==> src/rtl/mpc_pkg.sv <==
// mpc_pkg: shared word types, verdict codes and signature constants
// for the MGCP payload classifier. No dependencies.
`default_nettype none
package mpc_pkg;

  localparam int unsigned BYTE_W    = 8;
  localparam int unsigned WIN_BYTES = 5;
  localparam int unsigned WIN_W     = WIN_BYTES * BYTE_W;
  localparam int unsigned CNT_W     = 16;
  localparam int unsigned NUM_VERBS = 9;

  // verdict codes
  localparam logic [2:0] REASON_MATCH  = 3'd0;
  localparam logic [2:0] REASON_SHORT  = 3'd1;
  localparam logic [2:0] REASON_ENDING = 3'd2;
  localparam logic [2:0] REASON_VERB   = 3'd3;
  localparam logic [2:0] REASON_TOKEN  = 3'd4;

  localparam logic [BYTE_W-1:0] LINE_FEED = 8'h0a;

  // offsets that gate the tests
  localparam logic [CNT_W-1:0] VERB_IDX     = 16'd4;
  localparam logic [CNT_W-1:0] MIN_LAST_IDX = 16'd7;
  localparam logic [CNT_W-1:0] TOKEN_IDX    = 16'd8;

  localparam logic [WIN_W-1:0] TOKEN_WORD = "MGCP ";

  localparam logic [WIN_W-1:0] VERB_TABLE [NUM_VERBS] = '{
    "AUEP ", "AUCX ", "CRCX ", "DLCX ", "EPCF ",
    "MDCX ", "NTFY ", "RQNT ", "RSIP "
  };

  typedef struct packed {
    logic [BYTE_W-1:0] data_byte;
    logic              last_byte;
    logic              truncated;
  } in_word_t;

  typedef struct packed {
    logic       is_mgcp;
    logic [2:0] reason;
  } out_word_t;

  // shift control handed to every cell of the byte window
  typedef struct packed {
    logic en;
    logic clr;
  } shift_ctl_t;

  function automatic logic is_verb(input logic [WIN_W-1:0] w);
    logic hit;
    hit = 1'b0;
    for (int i = 0; i < NUM_VERBS; i++) begin
      hit = hit | (VERB_TABLE[i] == w);
    end
    return hit;
  endfunction

endpackage
`default_nettype wire

==> src/rtl/mpc_cell.sv <==
// mpc_cell: one byte stage of the payload window chain.
// Depends on mpc_pkg.
`default_nettype none
module mpc_cell (
  input  wire logic                       clk,
  input  wire logic                       rst_n,
  input  wire mpc_pkg::shift_ctl_t        ctl,
  input  wire logic [mpc_pkg::BYTE_W-1:0] byte_in,
  output logic      [mpc_pkg::BYTE_W-1:0] byte_out
);

  logic [mpc_pkg::BYTE_W-1:0] byte_r;
  logic [mpc_pkg::BYTE_W-1:0] byte_nxt;

  always_comb begin
    byte_nxt = byte_r;
    if (ctl.en) begin
      byte_nxt = ctl.clr ? '0 : byte_in;
    end
  end

  always_ff @(posedge clk) begin
    if (!rst_n) begin
      byte_r <= '0;
    end else begin
      byte_r <= byte_nxt;
    end
  end

  assign byte_out = byte_r;

endmodule
`default_nettype wire

==> src/rtl/mpc_verdict.sv <==
// mpc_verdict: byte counter, verb/token flags and the registered verdict word.
// Depends on mpc_pkg; window comes from the mpc_cell chain.
`default_nettype none
module mpc_verdict (
  input  wire logic                      clk,
  input  wire logic                      rst_n,
  input  wire mpc_pkg::in_word_t         in_word,
  input  wire logic                      in_take,
  input  wire logic [mpc_pkg::WIN_W-1:0] window,
  output logic                           in_stall,
  output logic                           out_valid,
  input  wire logic                      out_stall,
  output mpc_pkg::out_word_t             out_word
);

  logic [mpc_pkg::CNT_W-1:0] cnt_r, cnt_nxt;
  logic                      verb_r, verb_nxt;
  logic                      token_r, token_nxt;
  logic                      out_valid_r, out_valid_nxt;
  mpc_pkg::out_word_t        out_word_r, out_word_nxt;

  logic       verb_hit;
  logic       token_hit;
  logic [2:0] reason;

  assign verb_hit  = (cnt_r == mpc_pkg::VERB_IDX) && mpc_pkg::is_verb(window);
  assign token_hit = (cnt_r >= mpc_pkg::TOKEN_IDX) && (window == mpc_pkg::TOKEN_WORD);

  always_comb begin
    if (cnt_r < mpc_pkg::MIN_LAST_IDX) begin
      reason = mpc_pkg::REASON_SHORT;
    end else if (!in_word.truncated && in_word.data_byte != mpc_pkg::LINE_FEED) begin
      reason = mpc_pkg::REASON_ENDING;
    end else if (!(verb_r || verb_hit)) begin
      reason = mpc_pkg::REASON_VERB;
    end else if (!token_r) begin
      // a token ending on the final byte does not count
      reason = mpc_pkg::REASON_TOKEN;
    end else begin
      reason = mpc_pkg::REASON_MATCH;
    end
  end

  always_comb begin
    cnt_nxt       = cnt_r;
    verb_nxt      = verb_r;
    token_nxt     = token_r;
    out_valid_nxt = out_valid_r && out_stall;
    out_word_nxt  = out_word_r;
    if (in_take) begin
      if (in_word.last_byte) begin
        cnt_nxt              = '0;
        verb_nxt             = 1'b0;
        token_nxt            = 1'b0;
        out_valid_nxt        = 1'b1;
        out_word_nxt.is_mgcp = (reason == mpc_pkg::REASON_MATCH);
        out_word_nxt.reason  = reason;
      end else begin
        cnt_nxt   = (cnt_r == '1) ? cnt_r : cnt_r + 1'b1;
        verb_nxt  = verb_r || verb_hit;
        token_nxt = token_r || token_hit;
      end
    end
  end

  always_ff @(posedge clk) begin
    if (!rst_n) begin
      cnt_r       <= '0;
      verb_r      <= 1'b0;
      token_r     <= 1'b0;
      out_valid_r <= 1'b0;
    end else begin
      cnt_r       <= cnt_nxt;
      verb_r      <= verb_nxt;
      token_r     <= token_nxt;
      out_valid_r <= out_valid_nxt;
    end
  end

  always_ff @(posedge clk) begin
    out_word_r <= out_word_nxt;
  end

  // a held verdict stalls every input word until it is released
  assign in_stall  = out_valid_r && out_stall;
  assign out_valid = out_valid_r;
  assign out_word  = out_word_r;

  a_match_code: assert property (@(posedge clk) disable iff (!rst_n)
    out_valid_r |-> (out_word_r.is_mgcp == (out_word_r.reason == mpc_pkg::REASON_MATCH)))
    else $error("is_mgcp disagrees with reason");

  a_clear_on_last: assert property (@(posedge clk) disable iff (!rst_n)
    (in_take && in_word.last_byte) |=> (cnt_r == '0 && !verb_r && !token_r))
    else $error("packet state not cleared after last word");

  a_saturate: assert property (@(posedge clk) disable iff (!rst_n)
    (in_take && !in_word.last_byte && cnt_r == '1) |=> (cnt_r == '1))
    else $error("byte counter wrapped");

  a_token_late: assert property (@(posedge clk) disable iff (!rst_n)
    token_r |-> (cnt_r > mpc_pkg::TOKEN_IDX))
    else $error("token flag set too early");

  a_verb_late: assert property (@(posedge clk) disable iff (!rst_n)
    verb_r |-> (cnt_r > mpc_pkg::VERB_IDX))
    else $error("verb flag set too early");

endmodule
`default_nettype wire

==> src/rtl/mgcp_payload_classifier.sv <==
// MGCP payload classifier: one payload byte per cycle, verdict on the last byte.
// The verdict word is registered and valid in the cycle after the last byte is accepted.
// Throughput: one byte per cycle; input stalls only while a verdict is held.
// The window is a chain of four byte cells plus the live input byte.
// Reset (rst_n low, synchronous) clears the counter, flags, cells and output valid; the verdict word is not reset.
// Depends on mpc_pkg, mpc_cell, mpc_verdict.
`default_nettype none
module mgcp_payload_classifier (
  input  wire logic               clk,
  input  wire logic               rst_n,
  input  wire logic               in_valid,
  output logic                    in_stall,
  input  wire mpc_pkg::in_word_t  in_word,
  output logic                    out_valid,
  input  wire logic               out_stall,
  output mpc_pkg::out_word_t      out_word
);

  localparam int unsigned NUM_CELLS = mpc_pkg::WIN_BYTES - 1;

  logic                         in_take;
  mpc_pkg::shift_ctl_t          ctl;
  logic [mpc_pkg::BYTE_W-1:0]   tap [NUM_CELLS+1];
  logic [mpc_pkg::WIN_W-1:0]    window;

  assign in_take = in_valid && !in_stall;
  assign ctl.en  = in_take;
  assign ctl.clr = in_word.last_byte;
  assign tap[0]  = in_word.data_byte;

  for (genvar k = 0; k < NUM_CELLS; k++) begin : g_cell
    mpc_cell u_cell (
      .clk      (clk),
      .rst_n    (rst_n),
      .ctl      (ctl),
      .byte_in  (tap[k]),
      .byte_out (tap[k+1])
    );
    // oldest byte lands in the high end of the window
    assign window[(k+1)*mpc_pkg::BYTE_W +: mpc_pkg::BYTE_W] = tap[k+1];
  end

  assign window[0 +: mpc_pkg::BYTE_W] = tap[0];

  mpc_verdict u_verdict (
    .clk       (clk),
    .rst_n     (rst_n),
    .in_word   (in_word),
    .in_take   (in_take),
    .window    (window),
    .in_stall  (in_stall),
    .out_valid (out_valid),
    .out_stall (out_stall),
    .out_word  (out_word)
  );

endmodule
`default_nettype wire
==> config.mk <==
export PLATFORM = sky130hd
export DESIGN_NAME = mgcp_payload_classifier
export DESIGN_NICKNAME = d
export VERILOG_FILES = /design/src/rtl/mpc_pkg.sv /design/src/rtl/mpc_cell.sv /design/src/rtl/mpc_verdict.sv /design/src/rtl/mgcp_payload_classifier.sv
export SDC_FILE = /design/constraint.sdc
export NUM_CORES = 1
export LEC_CHECK = 0
export BUFFER_PORTS_ARGS = -buffer_cell sky130_fd_sc_hd__buf_2
export CORE_ASPECT_RATIO = 0.5
export CORE_MARGIN = 2
export CORE_UTILIZATION = 30
export DETAILED_ROUTE_END_ITERATION = 10
export PLACE_DENSITY = 0.56
export SYNTH_ARGS = -nofsm -noshare
export SYNTH_HDL_FRONTEND = slang
export SYNTH_SLANG_ARGS = --single-unit
==> constraint.sdc <==
create_clock -name clk -period 2.2 [get_ports clk]
set_input_delay 0.44 -clock clk [delete_from_list [all_inputs] [get_ports clk]]
set_output_delay 0.44 -clock clk [all_outputs]
set_load 0.05 [all_outputs]
# == Word level (Yosys, flattened, before mapping) ==
# Cells that the tools add are included.
# W data, S select, Z words.
# word_totals
output_inout_bits,6
register_bits,55
elab_cells,61
# op_classes
n_lt_le_gt_ge,2
bitwise,8
reduce_logical,12
n_addsub,1
mux,14
n_eq_ne,14
# op_table
op,count
$eq A39 B40 Y1 const A,9
$eq A40 B39 Y1 const B,1
$mux W16,2
$mux W8,4
$add A16 B1 Y16 const B,1
$eq A16 B16 Y1 const B,1
$eq A16 B3 Y1 const B,1
$ge A16 B4 Y1 const B,1
$lt A16 B3 Y1 const B,1
$mux W3,4
$ne A8 B4 Y1 const B,1
$or A1 B1 Y1,8
$logic_and A1 B1 Y1,5
$mux W1,4
$reduce_and A2 Y1,2
$logic_not A3 Y1,1
$logic_not A1 Y1,2
$logic_or A1 B1 Y1,2
$ne A2 B2 Y1 const B,1

# == Longest topological paths before layout ==
# logic_depth
ltp_word,15
depth_mapped,7
ltp_nobuf,7

# == Modules after synthesis ==
# From an unflattened synthesis, not the netlist that was laid out.
# hier_totals
cells_unflattened,330
area_unflattened_um2,2897.8
# by_module_without_submodules
mod,seq_area_each_um2,area_per_inst_um2,instances,cells_per_inst
mpc_verdict,500.5,1562.7,1,189
mpc_cell,160.2,330.3,4,35
mgcp_payload_classifier,0.0,13.8,1,1

# == Least setup slack after synthesis ==
# Ideal clock, no wire load.
# synth_timing
path_type,input -> register
start,input port in_word[4] in the netlist's numbering
end,"register u_verdict.out_word_r, in the netlist u_verdict.out_word[2], data pin"
path_slack_ps,230
path_stages,6
arrival_ps,1824
n_path_buf,0
path_cell_list,or4_4 > o41ai_4 > nand2_1 > nor4_1 > o31ai_1 > a21oi_1
# synth_between
elab_chain_len,14
# synth_rtl
element,line_no,source
from (decl),mgcp_payload_classifier.sv:13,"input wire mpc_pkg::in_word_t in_word,"
$eq A39 B40 Y1,mpc_pkg.sv:54,hit = hit | (VERB_TABLE[i] == w);
$or A1 B1 Y1 (8 in a row),mpc_pkg.sv:54,
$logic_and A1 B1 Y1,mpc_verdict.sv:26,assign verb_hit = (cnt_r == mpc_pkg::VERB_IDX) && mpc_pkg::is_verb(window);
$logic_or A1 B1 Y1,mpc_verdict.sv:34,end else if (!(verb_r || verb_hit)) begin
$mux W3,mpc_verdict.sv:34,
$mux W3 (*),mpc_verdict.sv:32,end else if (!in_word.truncated && in_word.data_byte != mpc_pkg::LINE_FEED) begin
$mux W3 (*),mpc_verdict.sv:30,if (cnt_r < mpc_pkg::MIN_LAST_IDX) begin
named net u_verdict.reason[2],mpc_verdict.sv:24,logic [2:0] reason;
to (signal assigned),mpc_verdict.sv:81,out_word_r <= out_word_nxt;
to (decl),mpc_verdict.sv:20,"mpc_pkg::out_word_t out_word_r, out_word_nxt;"
# The timed path passes the listed nets; every way through them passes the cells marked *.
# A chain may end at the register's enable or synchronous reset.

# == Worst setup path in the final report ==
# layout_timing
start,"register g_cell[3].u_cell.byte_r, in the netlist g_cell[3].u_cell.byte_out[0]"
end,"register u_verdict.out_word_r, in the netlist u_verdict.out_word[3], data pin"
# layout_between
elab_chain_len,15
# layout_rtl
element,line_no,source
from (decl),mpc_cell.sv:12,logic [mpc_pkg::BYTE_W-1:0] byte_r;
from (signal assigned),mpc_cell.sv:26,byte_r <= byte_nxt;
$eq A39 B40 Y1,mpc_pkg.sv:54,
$or A1 B1 Y1 (7 in a row),mpc_pkg.sv:54,
$or A1 B1 Y1 (*),mpc_pkg.sv:54,
$logic_and A1 B1 Y1 (*),mpc_verdict.sv:26,
$logic_or A1 B1 Y1 (*),mpc_verdict.sv:34,
$mux W3 (*),mpc_verdict.sv:34,
$mux W3 (*),mpc_verdict.sv:32,
$mux W3 (*),mpc_verdict.sv:30,
$logic_not A3 Y1 (*),mpc_verdict.sv:56,out_word_nxt.is_mgcp = (reason == mpc_pkg::REASON_MATCH);
# Mark *: on every way between the ends. The rest lies on a longest branch, timed or not.

==> results_dict.tcl <==
set metrics [dict create \
    status "completed" \
    synth_cell_type_count 52 \
    synth_cells 350 \
    required_ns 2.35 \
    dpl-instance-area_um2 3260 \
    rows 24 \
    cts_made_buffers 5 \
    htreeDepth 2 \
    die_area_um2 10100 \
    routed-via-count 2679 \
    grt_start_max_net_pins 47 \
    worst_pin_slew_ns 0.559 \
    maxSlewHeadroom_pct 62.7 \
    antenna_cells 0 \
    start_util_pct 31.5 \
    synth_top_area_cell "dfxtp_1" \
    area_growth_pct 22.9 \
    comb_power_share_pct 8.5 \
    clkTransAtPathRegs_ns 0.07 \
    clock_latency_ns 0.30 \
    layout_worst_path_cycle_share_pct 95.2 \
    hp-class "in -> reg" \
    path_class "reg -> reg" \
    slew_violations 0 \
    cp.arrival_ns 2.25 \
    p_int_mw 1.57 \
    place_hpwl_um 5120 \
    r2r-end "u_verdict.out_word[3]" \
    syn_nets 366 \
    antenna_found_initial 0 \
    cp-end-kind "flip-flop" \
    r2r_start "g_cell[3].u_cell.byte_out[0]" \
    worstRegToRegCells 7 \
    grt_pass1_vias 2399 \
    crit_path_start_kind "flip-flop" \
    fmax_mhz 478 \
    synth-edff-count 4 \
    synth.avg_cell_area_um2 7.96 \
    coreArea_um2 8860 \
    switching_share_pct 23.7 \
    p_leak_nw 1.20 \
    ys_warn_count 0 \
    net-switching-power_mw 0.488 \
    cp_max_fo 5 \
    fin_area_um2 3420 \
    die_h_um 72.1 \
    dr.pass1.iters 4 \
    drtIter0Drc 208 \
    critPathLaunch "g_cell[3].u_cell.byte_out[0]" \
    peakVddDrop_mv 0.280 \
    portBuffers 19 \
    ys_seq_elements 55 \
    clkSinkCount 55 \
    grt_usage_pct 14.7 \
    route.detailed.drc 0 \
    routed_wl_um 7230 \
    cts_tree "yes" \
    setup.worst_path.end "u_verdict.out_word[3]" \
    clock-skew-final_ns 0.00511 \
    postCtsHoldBufs 0 \
    cts_buffer_depth 2 \
    synthArstFlopShare_pct 0 \
    hold_violations 0 \
    grt_pass1_wl_um 11900 \
    finalSetupViolCount 0 \
    place_inst 508 \
    grt.overflow.total 0 \
    synth-seq-area-share_pct 41.0 \
    synth_top_area_share_pct 36.6 \
    fill_cells 892 \
    ys.flop_type "dfxtp_1" \
    seq_power_share_pct 50.4 \
    cts-root-buf "clkbuf_16" \
    die_w_um 140 \
    gp_congestion 0.963 \
    synthTopCellsByArea "dfxtp_1 37%, nand2_1 11%, a21oi_1 7.5%" \
    grt_setup_unrepaired "true" \
    drive_above_1_share_pct 17.3 \
    power_density_nw_per_um2 601 \
    fin_crit_ns 2.09 \
    ant_nets 0 \
    fin_nets 414 \
    clkPwrFrac_pct 41.1 \
    io-pin-count 20 \
    syn_area_um2 2790 \
    via_per_inst 5.20 \
    cap_violations 0 \
    r2r_slack_ns 0.11 \
    final_cell_count_no_fill 515 \
    routedWlPerCell_um 14.0 \
]
-- stage by stage --
step	setup TNS [ns]	hold WS (ns)	power (mW)	setup WS (ns)	util, %
3_3_place_gp	0	0.442	1.23	0.0550	36.8
5_1_grt	-0.00425	0.406	2.13	-0.00425	38.7
4_1_cts	0	0.395	2.07	0.0555	38.5
3_5_place_dp	0	0.445	1.23	0.0389	36.8
2_1_floorplan	0	0.432	1.15	0.230	-
6_report	0	0.399	2.06	0.106	38.7
-- how the worst min path moves through the flow --
stage                            startpoint                           end  slack, ns  cells after the start
6_report                         in_word[8]  g_cell[0].u_cell.byte_out[6]       0.40                      3
5_1_grt                          in_word[9]  g_cell[0].u_cell.byte_out[7]       0.41                      3
4_1_cts                          in_word[8]  g_cell[0].u_cell.byte_out[6]       0.40                      3
3_5_place_dp   g_cell[3].u_cell.byte_out[6]  g_cell[3].u_cell.byte_out[6]       0.45                      2
3_3_place_gp   g_cell[3].u_cell.byte_out[6]  g_cell[3].u_cell.byte_out[6]       0.44                      2
2_1_floorplan  g_cell[3].u_cell.byte_out[6]  g_cell[3].u_cell.byte_out[6]       0.43                      2
-- cells in the mapped netlist (5+ instances only) --
cell / n
nor2_1: 22
inv_1: 10
and3_1: 6
dfxtp_1: 51
a21oi_1: 42
clkbuf_1: 11
nor4_1: 8
xor2_1: 7
nand4_1: 12
nand3_1: 12
nor3_1: 8
nand2_1: 82
o21ai_0: 5
-- layout make-up --
cell class,instances,area [um^2],share of cell area [%]
inverter,10,37.5,1.10
clock buffer,7,154,4.49
multi-input combinational,272,1570,46.0
tap,117,146,4.27
sequential,55,1140,33.4
timing repair buffer,54,370,10.8
-- repair_timing --
action	4_1_cts	5_1_grt
resized for setup	0	4
buffers inserted	0	0
setup endpoints to repair	0	4
-- metal layers --
metal,global-route usage (%),share of wire [%],vias to the layer above
met3,2.77,3.8,12
met5,0,0,-
li1,-,-,1347
met4,4.60,1.5,0
met1,20.4,50,1268
met2,23.5,45,52
-- power groups by stage --
stage	Combinational, mW	Sequential (mW)	Clock (mW)
floorplan	0.0845	1.07	0
global placement	0.173	1.06	0
detailed placement	0.172	1.06	0
CTS	0.173	1.04	0.864
finish	0.175	1.04	0.846
global route	0.191	1.04	0.899
-- logic make-up after synthesis --
| group | share of synthesized area, % |
|---|---|
| compound gates | 14.0 |
| xor+xnor | 3.46 |
| fa+ha+maj | 0.898 |
| buf+inv | 3.19 |
| flops | 41.0 |
| simple gates | 37.5 |
-- cells in the final DEF, fill, tap and decap left out, types with 2 or more instances in the layout --
master	synthesis	layout
a21boi_0	2	2
a21oi_1	42	42
a31oi_1	2	2
a32oi_1	3	3
and2_1	3	3
and3_1	6	6
and4_1	2	2
and4bb_1	2	2
buf_2	2	19
buf_4	0	34
clkbuf_16	0	6
dfxtp_1	51	50
edfxtp_1	4	4
ha_1	2	2
inv_1	10	10
nand2_1	82	82
nand2b_1	2	2
nand3_1	12	12
nand4_1	12	12
nand4b_1	4	4
nand4bb_1	3	3
nor2_1	22	22
nor2b_1	4	4
nor3_1	8	8
nor3b_1	4	4
nor4_1	8	7
nor4_2	1	2
nor4b_1	4	4
o21ai_0	5	5
or3_1	4	4
or4b_1	2	2
xnor2_1	4	4
xor2_1	7	7
-- critical path: stages, from the launching register on --
cell and delay, ns:
dfxtp_1 0.41, nor3b_1 0.26, nand3_1 0.10, or3_1 0.33, a2111oi_1 0.43, buf_4 0.18, o31ai_1 0.08, a21oi_1 0.16
-- sequential cells by signal (all words and copies together), names as in the netlist --
name / count
u_verdict.cnt_r: 16
u_verdict.out_valid: 1
u_verdict.verb_r: 1
g_cell.u_cell.byte_out: 32
u_verdict.token_r: 1
u_verdict.out_word: 4
No activity file was read; power rests on OpenSTA's default activity.
